$ cat src/rtl/core/pws_pkg.sv
// Shared types and constants for the parallel work splitter.
// Used by the channel interfaces, the divider and the top level.
package pws_pkg;

  localparam int NUM_W      = 32;
  localparam int TASK_W     = 13;
  localparam int CNT_CFG_W  = 7;
  localparam int CFG_IDX_W  = 2;
  localparam int CFG_DATA_W = 32;

  localparam int MAX_TASKS_DEF = 4096;

  localparam logic [CFG_IDX_W-1:0] CFG_BIN_SIZE         = 2'd0;
  localparam logic [CFG_IDX_W-1:0] CFG_WORKER_COUNT     = 2'd1;
  localparam logic [CFG_IDX_W-1:0] CFG_TASKS_PER_WORKER = 2'd2;

  localparam logic [NUM_W-1:0]     BIN_SIZE_RST         = 32'd1;
  localparam logic [CNT_CFG_W-1:0] WORKER_COUNT_RST     = 7'd4;
  localparam logic [CNT_CFG_W-1:0] TASKS_PER_WORKER_RST = 7'd2;

  typedef struct packed {
    logic busy;
    logic done;
  } div_stat_t;

endpackage

$ cat src/rtl/core/pws_if.sv
// Request and result channel interfaces of the parallel work splitter.
// Depends on pws_pkg for the field widths.
interface pws_in_if;
  import pws_pkg::*;

  logic             valid;
  logic             ready;
  logic [NUM_W-1:0] num_items;

  modport source (output valid, output num_items, input ready);
  modport sink   (input valid, input num_items, output ready);
endinterface

interface pws_out_if;
  import pws_pkg::*;

  logic              valid;
  logic              ready;
  logic [TASK_W-1:0] task_count;
  logic [NUM_W-1:0]  items_per_task;
  logic              serial;

  modport source (output valid, output task_count, output items_per_task, output serial,
                  input ready);
  modport sink   (input valid, input task_count, input items_per_task, input serial,
                  output ready);
endinterface

$ cat src/rtl/core/pws_div.sv
// Restoring unsigned divider, one quotient bit per cycle.
// Depends on pws_pkg for the operand width and the status struct.
module pws_div (
  input  logic                      clk,
  input  logic                      rst_n,
  input  logic                      start,
  input  logic [pws_pkg::NUM_W-1:0] dividend,
  input  logic [pws_pkg::NUM_W-1:0] divisor,
  output logic [pws_pkg::NUM_W-1:0] quotient,
  output logic [pws_pkg::NUM_W-1:0] remainder,
  output pws_pkg::div_stat_t        stat
);
  import pws_pkg::*;

  localparam int CNT_W = $clog2(NUM_W);
  localparam logic [CNT_W-1:0] CNT_LAST = CNT_W'(NUM_W - 1);

  logic             busy_r;
  logic             done_r;
  logic [CNT_W-1:0] cnt_r;
  logic [NUM_W-1:0] quo_r;
  logic [NUM_W-1:0] rem_r;
  logic [NUM_W-1:0] dvs_r;
  logic [NUM_W:0]   shifted;
  logic [NUM_W+1:0] trial;
  logic             neg;

  assign shifted = {rem_r, quo_r[NUM_W-1]};
  assign trial   = {1'b0, shifted} - {2'b00, dvs_r};
  assign neg     = trial[NUM_W+1];

  always_ff @(posedge clk) begin
    if (!rst_n) begin
      busy_r <= 1'b0;
      done_r <= 1'b0;
      cnt_r  <= '0;
    end else begin
      done_r <= 1'b0;
      if (start) begin
        busy_r <= 1'b1;
        cnt_r  <= '0;
      end else if (busy_r) begin
        cnt_r <= cnt_r + 1'b1;
        if (cnt_r == CNT_LAST) begin
          busy_r <= 1'b0;
          done_r <= 1'b1;
        end
      end
    end
  end

  always_ff @(posedge clk) begin
    if (start) begin
      quo_r <= dividend;
      rem_r <= '0;
      dvs_r <= divisor;
    end else if (busy_r) begin
      rem_r <= neg ? shifted[NUM_W-1:0] : trial[NUM_W-1:0];
      quo_r <= {quo_r[NUM_W-2:0], ~neg};
    end
  end

  assign quotient  = quo_r;
  assign remainder = rem_r;
  assign stat      = '{busy: busy_r, done: done_r};

endmodule

$ cat src/rtl/core/parallel_work_splitter.sv
// Parallel work splitter: turns a job's item count into a task count and a
// number of items per task. Depends on pws_pkg, pws_if and pws_div.
//
// A job within the bin size skips the divider and goes straight to the done state.
// Any other job passes through one shared divider two or three times
// (count by bin size, count by task count, then one rounding-up division when
// the split by task count leaves a remainder).
// The request side is ready only while the sequencer is idle; a finished
// result waits in the output register and does not hold up the next request.
module parallel_work_splitter #(
  parameter int MAX_TASKS = pws_pkg::MAX_TASKS_DEF
) (
  input  logic                           clk,
  input  logic                           rst_n,
  input  logic                           cfg_we,
  input  logic [pws_pkg::CFG_IDX_W-1:0]  cfg_index,
  input  logic [pws_pkg::CFG_DATA_W-1:0] cfg_wdata,
  pws_in_if.sink                         in_ch,
  pws_out_if.source                      out_ch
);
  import pws_pkg::*;

  localparam int TW = $clog2(MAX_TASKS + 2);
  localparam int PW = 2 * CNT_CFG_W;

  localparam logic [2:0] S_IDLE = 3'd0;
  localparam logic [2:0] S_WANT = 3'd1;
  localparam logic [2:0] S_PER  = 3'd2;
  localparam logic [2:0] S_ADJ  = 3'd3;
  localparam logic [2:0] S_DONE = 3'd4;

  logic [2:0]           state_r;
  logic [NUM_W-1:0]     bin_r;
  logic [CNT_CFG_W-1:0] wc_r;
  logic [CNT_CFG_W-1:0] tpw_r;
  logic [NUM_W-1:0]     n_r;
  logic [TW-1:0]        limit_r;
  logic [TW-1:0]        tasks_r;
  logic [NUM_W-1:0]     per_r;
  logic                 serial_r;
  logic                 ceil_per_r;

  logic                 out_valid_r;
  logic [TASK_W-1:0]    out_tasks_r;
  logic [NUM_W-1:0]     out_per_r;
  logic                 out_serial_r;

  logic                 accept;
  logic                 is_serial;
  logic [PW-1:0]        prod;
  logic [TW-1:0]        limit_nxt;
  logic [NUM_W-1:0]     bin_eff;
  logic [TW-1:0]        tasks_pick;
  logic [NUM_W-1:0]     ceil_q;
  logic [NUM_W-1:0]     tasks_ext;
  logic                 out_load;

  logic                 div_start;
  logic [NUM_W-1:0]     div_dividend;
  logic [NUM_W-1:0]     div_divisor;
  logic [NUM_W-1:0]     div_q;
  logic [NUM_W-1:0]     div_r;
  div_stat_t            div_stat;

  pws_div u_div (
    .clk       (clk),
    .rst_n     (rst_n),
    .start     (div_start),
    .dividend  (div_dividend),
    .divisor   (div_divisor),
    .quotient  (div_q),
    .remainder (div_r),
    .stat      (div_stat)
  );

  assign in_ch.ready = (state_r == S_IDLE);
  assign accept      = in_ch.valid && in_ch.ready;
  assign is_serial   = (in_ch.num_items <= bin_r);
  assign bin_eff     = (bin_r == '0) ? NUM_W'(1) : bin_r;

  always_comb begin
    prod = {{CNT_CFG_W{1'b0}}, wc_r} * {{CNT_CFG_W{1'b0}}, tpw_r};
    if (32'(prod) > 32'(MAX_TASKS)) begin
      limit_nxt = TW'(MAX_TASKS);
    end else if (prod == '0) begin
      limit_nxt = TW'(1);
    end else begin
      limit_nxt = TW'(prod);
    end
  end

  always_comb begin
    if (div_q >= 32'(limit_r)) begin
      tasks_pick = limit_r;
    end else if (div_q == '0) begin
      tasks_pick = TW'(1);
    end else begin
      tasks_pick = TW'(div_q);
    end
  end

  assign ceil_q = div_q + ((div_r != '0) ? NUM_W'(1) : NUM_W'(0));

  always_comb begin
    div_start    = 1'b0;
    div_dividend = n_r;
    div_divisor  = bin_eff;
    case (state_r)
      S_IDLE: begin
        div_dividend = in_ch.num_items;
        div_start    = accept && !is_serial;
      end
      S_WANT: begin
        div_start   = div_stat.done;
        div_divisor = 32'(tasks_pick);
      end
      S_PER: begin
        div_start = div_stat.done && (div_r != '0);
        if (div_q >= div_r) begin
          div_divisor = 32'(tasks_r) + 32'd1;
        end else begin
          div_divisor = div_q + 32'd1;
        end
      end
      default: begin
        div_start = 1'b0;
      end
    endcase
  end

  assign out_load  = (state_r == S_DONE) && (!out_valid_r || out_ch.ready);
  assign tasks_ext = 32'(tasks_r);

  always_ff @(posedge clk) begin
    if (!rst_n) begin
      bin_r <= BIN_SIZE_RST;
      wc_r  <= WORKER_COUNT_RST;
      tpw_r <= TASKS_PER_WORKER_RST;
    end else if (cfg_we) begin
      case (cfg_index)
        CFG_BIN_SIZE:         bin_r <= cfg_wdata;
        CFG_WORKER_COUNT:     wc_r  <= cfg_wdata[CNT_CFG_W-1:0];
        CFG_TASKS_PER_WORKER: tpw_r <= cfg_wdata[CNT_CFG_W-1:0];
        default: begin
          bin_r <= bin_r;
        end
      endcase
    end
  end

  always_ff @(posedge clk) begin
    if (!rst_n) begin
      state_r <= S_IDLE;
    end else begin
      case (state_r)
        S_IDLE: begin
          if (accept) begin
            state_r <= is_serial ? S_DONE : S_WANT;
          end
        end
        S_WANT: begin
          if (div_stat.done) begin
            state_r <= S_PER;
          end
        end
        S_PER: begin
          if (div_stat.done) begin
            state_r <= (div_r != '0) ? S_ADJ : S_DONE;
          end
        end
        S_ADJ: begin
          if (div_stat.done) begin
            state_r <= S_DONE;
          end
        end
        S_DONE: begin
          if (out_load) begin
            state_r <= S_IDLE;
          end
        end
        default: begin
          state_r <= S_IDLE;
        end
      endcase
    end
  end

  always_ff @(posedge clk) begin
    case (state_r)
      S_IDLE: begin
        n_r      <= in_ch.num_items;
        per_r    <= in_ch.num_items;
        tasks_r  <= TW'(1);
        limit_r  <= limit_nxt;
        serial_r <= is_serial;
      end
      S_WANT: begin
        if (div_stat.done) begin
          tasks_r <= tasks_pick;
        end
      end
      S_PER: begin
        if (div_stat.done) begin
          per_r      <= div_q;
          ceil_per_r <= (div_q >= div_r);
          if (div_r != '0 && div_q >= div_r) begin
            tasks_r <= tasks_r + 1'b1;
          end
          if (div_r != '0 && div_q < div_r) begin
            per_r <= div_q + 32'd1;
          end
        end
      end
      S_ADJ: begin
        if (div_stat.done) begin
          if (ceil_per_r) begin
            per_r <= ceil_q;
          end else begin
            tasks_r <= TW'(ceil_q);
          end
        end
      end
      default: begin
        n_r <= n_r;
      end
    endcase
  end

  always_ff @(posedge clk) begin
    if (!rst_n) begin
      out_valid_r <= 1'b0;
    end else if (out_load) begin
      out_valid_r <= 1'b1;
    end else if (out_ch.ready) begin
      out_valid_r <= 1'b0;
    end
  end

  always_ff @(posedge clk) begin
    if (out_load) begin
      out_tasks_r  <= tasks_ext[TASK_W-1:0];
      out_per_r    <= per_r;
      out_serial_r <= serial_r;
    end
  end

  assign out_ch.valid          = out_valid_r;
  assign out_ch.task_count     = out_tasks_r;
  assign out_ch.items_per_task = out_per_r;
  assign out_ch.serial         = out_serial_r;

  // A serial job always reports exactly one task.
  a_serial_one_task: assert property (@(posedge clk) disable iff (!rst_n)
    out_ch.valid && out_ch.serial |-> out_ch.task_count == TASK_W'(1))
    else $error("serial result with a task count other than one");

  // The divider is never restarted while a division is in flight.
  a_div_start_idle: assert property (@(posedge clk) disable iff (!rst_n)
    div_start |-> !div_stat.busy)
    else $error("divider started while busy");

  // A division result only arrives while the sequencer waits for one.
  a_div_done_state: assert property (@(posedge clk) disable iff (!rst_n)
    div_stat.done |-> (state_r == S_WANT || state_r == S_PER || state_r == S_ADJ))
    else $error("division finished outside a division state");

  // A taken request closes the request side until its result is loaded into the output register.
  a_busy_after_accept: assert property (@(posedge clk) disable iff (!rst_n)
    accept |=> !in_ch.ready)
    else $error("request side ready right after a request was taken");

endmodule
$ cat src/flat_wrapper.sv
// flat-port wrapper written by rule: the top's interface ports become plain ports
module parallel_work_splitter_flat import pws_pkg::*;
#(
  parameter int MAX_TASKS = pws_pkg::MAX_TASKS_DEF
)
  (clk, rst_n, cfg_we, cfg_index, cfg_wdata, in_ch_valid, in_ch_num_items, in_ch_ready, out_ch_valid, out_ch_task_count, out_ch_items_per_task, out_ch_serial, out_ch_ready);
  pws_in_if in_ch_i ();
  pws_out_if out_ch_i ();
  input  logic clk;
  input  logic rst_n;
  input  logic cfg_we;
  input  logic [pws_pkg::CFG_IDX_W-1:0] cfg_index;
  input  logic [pws_pkg::CFG_DATA_W-1:0] cfg_wdata;
  input wire logic [$bits(in_ch_i.valid)-1:0] in_ch_valid;
  input wire logic [$bits(in_ch_i.num_items)-1:0] in_ch_num_items;
  output wire logic [$bits(in_ch_i.ready)-1:0] in_ch_ready;
  output wire logic [$bits(out_ch_i.valid)-1:0] out_ch_valid;
  output wire logic [$bits(out_ch_i.task_count)-1:0] out_ch_task_count;
  output wire logic [$bits(out_ch_i.items_per_task)-1:0] out_ch_items_per_task;
  output wire logic [$bits(out_ch_i.serial)-1:0] out_ch_serial;
  input wire logic [$bits(out_ch_i.ready)-1:0] out_ch_ready;
  assign in_ch_i.valid = in_ch_valid;
  assign in_ch_i.num_items = in_ch_num_items;
  assign in_ch_ready = in_ch_i.ready;
  assign out_ch_valid = out_ch_i.valid;
  assign out_ch_task_count = out_ch_i.task_count;
  assign out_ch_items_per_task = out_ch_i.items_per_task;
  assign out_ch_serial = out_ch_i.serial;
  assign out_ch_i.ready = out_ch_ready;
  parallel_work_splitter #(.MAX_TASKS(MAX_TASKS)) u_core (.clk(clk), .rst_n(rst_n), .cfg_we(cfg_we), .cfg_index(cfg_index), .cfg_wdata(cfg_wdata), .in_ch(in_ch_i), .out_ch(out_ch_i));
endmodule
$ cat config.mk
export PLATFORM = sky130hd
export DESIGN_NAME = parallel_work_splitter_flat
export DESIGN_NICKNAME = d
export VERILOG_FILES = /design/src/rtl/core/pws_pkg.sv /design/src/rtl/core/pws_if.sv /design/src/rtl/core/pws_div.sv /design/src/rtl/core/parallel_work_splitter.sv /design/src/flat_wrapper.sv
export SDC_FILE = /design/constraint.sdc
export NUM_CORES = 1
export LEC_CHECK = 0
export BUFFER_PORTS_ARGS = -buffer_cell sky130_fd_sc_hd__buf_2
export CAP_MARGIN = 20
export CORE_ASPECT_RATIO = 0.8
export CORE_UTILIZATION = 50
export CTS_BUF_LIST = sky130_fd_sc_hd__clkbuf_16
export DETAILED_ROUTE_END_ITERATION = 8
export PLACE_DENSITY = 0.67
export SLEW_MARGIN = 40
export SYNTH_ARGS = -nofsm -noshare
export SYNTH_HDL_FRONTEND = slang
export SYNTH_HIERARCHICAL = 1
export SYNTH_SLANG_ARGS = --single-unit
$ cat constraint.sdc
create_clock -name clk -period 20 [get_ports clk]
set_input_delay 4 -clock clk [delete_from_list [all_inputs] [get_ports clk]]
set_output_delay 4 -clock clk [all_outputs]
set_load 0.01 [all_outputs]
# After elaboration in Yosys (flattened, before gate mapping)
# Index checks and enable logic that the tools add are counted.
[op_classes] n_addsub=6 mul=1 n_lt_le_gt_ge=5 eq_ne=15 muxes=37 bitwise_logic=3 n_reduce_logical=29
[ops] operator="2-to-1 mux 32 bit" count=10
[ops] operator="2-to-1 mux 13 bit" count=8
[ops] operator="case mux 32 bit (3 select lines)" count=1
[ops] operator="logical NOT 32 bit" count=2
[ops] operator="case mux 32 bit (2 select lines)" count=1
[ops] operator="case mux 13 bit (4 select lines)" count=1
[ops] operator="subtractor 33 x 32 -> 34 bit" count=1
[ops] operator="adder 32 x 1 -> 32 bit (second input constant)" count=1
[ops] operator="adder 32 bit" count=1
[ops] operator="greater-or-equal comparator 32 x 13 -> 1 bit" count=1
[ops] operator="greater-or-equal comparator 32 bit" count=1
[ops] operator="less-or-equal comparator 32 bit" count=1
[ops] operator="less-than comparator 32 bit" count=1
[ops] operator="nonzero test 32 bit" count=1
[ops] operator="2-to-1 mux 3 bit" count=7
[ops] operator="case mux 3 bit (5 select lines)" count=1
[ops] operator="adder 13 x 1 -> 14 bit (second input constant)" count=1
[ops] operator="greater-than comparator 14 x 13 -> 1 bit (second input constant)" count=1
[ops] operator="logical NOT 14 bit" count=1
[ops] operator="multiplier 7 x 7 -> 14 bit" count=1
[ops] operator="adder 13 x 1 -> 13 bit (second input constant)" count=1
[ops] operator="!= test 2 bit (second input constant)" count=5
[ops] operator="AND reduction 2 bit" count=4
[ops] operator="2-to-1 mux 1 bit" count=7
[ops] operator="other kinds (23)" count=36
[totals] register_bits=291 elab_cells=117

# Depth between registers and ports, before layout
[logic_depth] ltp_word=6 depth_mapped=17 ltp_nobuf=17

# Cells and area by module
# The synthesis kept the hierarchy.
[by_module_without_submodules] mod="parallel_work_splitter" instances=1 cells_per_inst=1454 area_per_inst_um2=13387.8 seq_area_each_um2=4824.6
[by_module_without_submodules] mod="pws_div" instances=1 cells_per_inst=587 area_per_inst_um2=5980.7 seq_area_each_um2=2702.6

# Worst setup path after synthesis
# No wires, ideal clock.
[synth_timing] path_type="input to register" startpoint="in in_ch_num_items[14]" endpoint="reg u_core.u_div.quo_r[0], in the netlist u_core/u_div/quotient[0] (enable)" t_arrival_ns=8.903 setup_slack_ns=10.710 path_stages=12 path_buffers=2 path_cell_list="ha_1 > nand4_1 > or2_2 > nor2_1 > o21a_1 > o41ai_1 > a21o_1 > o21ai_0 > clkbuf_1 > clkbuf_1 > nor2_1 > inv_1"
[synth_via] elab_chain_len=5
[synth_rtl] item="start: declaration" line="flat_wrapper.sv:15" text="input wire logic [$bits(in_ch_i.num_items)-1:0] in_ch_num_items;"
[synth_rtl] item="less-or-equal comparator 32 bit" line="parallel_work_splitter.sv:78" text="assign is_serial = (in_ch.num_items <= bin_r);"
[synth_rtl] item="via u_core.is_serial" line="parallel_work_splitter.sv:49" text="logic is_serial;"
[synth_rtl] item="logical NOT 1 bit" line="parallel_work_splitter.sv:111" text="div_start = accept && !is_serial;"
[synth_rtl] item="logical AND 1 bit" line="parallel_work_splitter.sv:111"
[synth_rtl] item="case mux 1 bit (3 select lines)" line="parallel_work_splitter.sv:108" text="case (state_r)"
[synth_rtl] item="via u_core.div_start" line="parallel_work_splitter.sv:58" text="logic div_start;"
[synth_rtl] item="nonzero test 2 bit (no source line)"
[synth_rtl] item="end signal: assignment" line="pws_div.sv:54" text="quo_r <= dividend;"
[synth_rtl] item="end signal: assignment" line="pws_div.sv:59" text="quo_r <= {quo_r[NUM_W-2:0], ~neg};"
[synth_rtl] item="end: declaration" line="pws_div.sv:21" text="logic [NUM_W-1:0] quo_r;"
# The timed path passes the listed nets, and every way through them passes these cells.
# A chain may end at the register's enable or synchronous reset.

# Worst setup path in the final report
[layout_timing] startpoint="in in_ch_num_items[15]" endpoint="reg u_core.u_div.quo_r[14], in the netlist u_core/u_div/quotient[14] (data pin)"
[layout_via] elab_chain_len=5
[layout_rtl] item="less-or-equal comparator 32 bit" line="parallel_work_splitter.sv:78"
[layout_rtl] item="via u_core.is_serial" line="parallel_work_splitter.sv:49"
[layout_rtl] item="logical NOT 1 bit" line="parallel_work_splitter.sv:111"
[layout_rtl] item="logical AND 1 bit" line="parallel_work_splitter.sv:111"
[layout_rtl] item="case mux 1 bit (3 select lines)" line="parallel_work_splitter.sv:108"
[layout_rtl] item="via u_core.div_start" line="parallel_work_splitter.sv:58"
[layout_rtl] item="2-to-1 mux 32 bit" line="pws_div.sv:53" text="if (start) begin"
# The timed path passes the listed nets, and every way through them passes these cells.

==> results.py <==
metrics = {
    "route": {
        "via_count": 16300,
        "antenna_left": 0,
        "wirelength_um": 60600,
        "drt_first_iter_violations": 2025,
        "wl_per_cell_um": 23.0,
        "drcViolationCount": 0,
        "drt_pass1_iterations": 6,
        "drt-vias-per-instance": 6.20,
    },
    "clocking": {
        "htree_levels": 1,
        "cts_tree": "built",
        "post-cts-setup-buffers": 0,
        "ctsResizeCount": 0,
        "clk_pin_slew_worst_paths_ps": 60,
        "cts_buffers": 31,
        "clkLatencyLatePin_ps": 590,
        "ctsHoldBuffers": 0,
        "cts_root_buf": "clkbuf_16",
        "clockBufferDepth": 3,
        "clock-sinks": 291,
    },
    "final_layout": {
        "num-nets-final": 2360,
        "area_growth_pct": 10.3,
        "register_area_um2": 7530,
        "final_layout_size_suffix_gt1_share_pct": 14.6,
        "multi_input_area_um2": 10900,
        "fillers": 3421,
        "stdcell_count": 2638,
        "fin_util_pct": 55.9,
        "postLayoutCellArea_um2": 21400,
    },
    "floorplanning": {
        "die-width_um": 222,
        "die_h_um": 178,
        "rows": 64,
        "dieArea_um2": 39500,
        "pin_count": 119,
        "initial_core_util_pct": 50.7,
        "core_area_um2": 38200,
    },
    "placed_design": {
        "place_ws_ps": 12060,
        "placed_area_um2": 20400,
        "dpl.hpwl_um": 45800,
        "routabilityCongestion": 0.986,
        "placed_cells": 2577,
        "port_buffers": 118,
    },
    "sta": {
        "tns_ps": 0,
        "fin_crit_sh_pct": 37.2,
        "grt_setup_unrepaired": "false",
        "whs_ps": 419,
        "clock.fmax_mhz": 134,
        "post-route-worst-setup-slack_ps": 12560,
        "relSlewSlack_pct": 39.9,
        "setup_violations": 0,
        "slew_viol_final": 0,
        "worst_pin_slew_ps": 901,
        "finalHoldViolCount": 0,
        "skew_ps": 28.3,
        "fin_crit_ps": 7440,
    },
    "synth": {
        "netlist_area_um2": 19400,
        "yosysWarnings": 6,
        "synth_cells": 2040,
        "synth_fp_nets": 2284,
        "syn_area_per_cell_um2": 9.49,
    },
    "worst_setup_path": {
        "worst-path-stages": 12,
        "start_kind": "input port",
        "timing.rr.end": "u_core/limit_r[5]",
        "critPathLaunch": "in_ch_num_items[15]",
        "slowest_delay_ps": 610,
        "cpMostUsedCell": "buf_4",
        "reg2reg_depth": 16,
        "critPathMaxFanout": 47,
        "crit_chain": "buf_2 -> ha_1 -> nand4_1 -> or2_2 -> nor2_1 -> o21a_1 -> o41ai_1 -> a21o_1 -> o21ai_4 -> buf_4 -> buf_4 -> mux2_2",
        "critPathSlowestCell": "buf_4",
        "reg2reg_slack_ps": 14240,
        "critical-path-top-delay-family": "buffers and inverters",
        "arrival_ps": 7760,
        "crit_buf_inv": 3,
        "r2r_start": "u_core/wc_r[0]",
        "path_class": "input port to flip-flop",
        "cp.required_ps": 20320,
        "worstSetupEndpointType": "flip-flop",
        "worstSetupEndpoint": "u_core/u_div/quotient[14]",
    },
    "global_route": {
        "antenna_found_initial": 0,
        "grt-ovfl-total": 0,
        "grt_max_degree": 69,
        "track_usage_pct": 30.3,
        "grt_pass1_vias": 15100,
        "grt_pass1_wl_um": 91600,
    },
    "power": {
        "vdd_drop_max_uv": 58.7,
        "p_total_mw": 2.26,
        "power_leakage_nw": 8.70,
        "p_per_area_nw_per_um2": 106,
    },
    "worst_hold_path": {
        "hold_class": "flip-flop to flip-flop",
    },
    "run": {
        "maxCapViolCount": 0,
    },
    "outcome": {
        "outcome": "finished, final reports clean",
    },
}
==> flip-flops by register name, indices dropped and copies added, names as in the netlist, 7 cells and up <==
name                          count
u_core/bin_r                     32
u_core/limit_r                   13
u_core/n_r                       32
u_core/out_ch.items_per_task     32
u_core/out_ch.task_count         13
u_core/per_r                     32
u_core/tasks_r                   13
u_core/tpw_r                      7
u_core/u_div/dvs_r               32
u_core/u_div/quotient            32
u_core/u_div/remainder           32
u_core/wc_r                       7
==> power by group <==
part | internal [mW] | switching, mW | leakage [nW]
Clock | 0.298 | 0.250 | 0.500
Sequential | 0.742 | 0.128 | 2.67
Combinational | 0.325 | 0.516 | 5.54
==> per-layer routing <==
layer,up-vias,track usage (%),part of all wire [%]
li1,7573,-,-
met5,-,0,0
met1,7847,45.8,46
met2,822,43.4,41
met4,0,7.09,2.3
met3,107,7.07,11
==> layout make-up <==
| type | count | share of cell area [%] |
|---|---|---|
| clock inverter | 25 | 0.597 |
| timing repair buffer | 142 | 3.64 |
| clock buffer | 33 | 3.87 |
| antenna | 2 | 0.0234 |
| sequential | 291 | 35.2 |
| tap | 495 | 2.90 |
| multi-input combinational | 1491 | 50.9 |
| inverter | 159 | 2.79 |
==> layout by cell type (no fill, tap or decap), types with 39 or more instances in the layout <==
master and instances:
buf_2 118, and2_1 45, edfxtp_1 170, ha_1 148
xnor2_1 55, mux2_2 68, inv_1 163, dfxtp_1 120
nand3_1 64, nor2_1 109, nand2_1 243, nand4_1 47
a21o_1 39, nor3_1 39, a21oi_1 73, o21ai_0 60
==> how the worst min path moves through the flow <==
stage          depth (start not counted)                               end  slack [ps]             start
6_report                               0   u_core/out_ch.items_per_task[5]         420   u_core/per_r[5]
3_3_place_gp                           0  u_core/out_ch.items_per_task[27]         400  u_core/per_r[27]
5_1_grt                                0  u_core/out_ch.items_per_task[16]         430  u_core/per_r[16]
3_5_place_dp                           0  u_core/out_ch.items_per_task[12]         400  u_core/per_r[12]
4_1_cts                                0  u_core/out_ch.items_per_task[30]         420  u_core/per_r[30]
2_1_floorplan                          0   u_core/out_ch.items_per_task[0]         400   u_core/per_r[0]
Note: power is estimated with default switching activity, not from simulation.
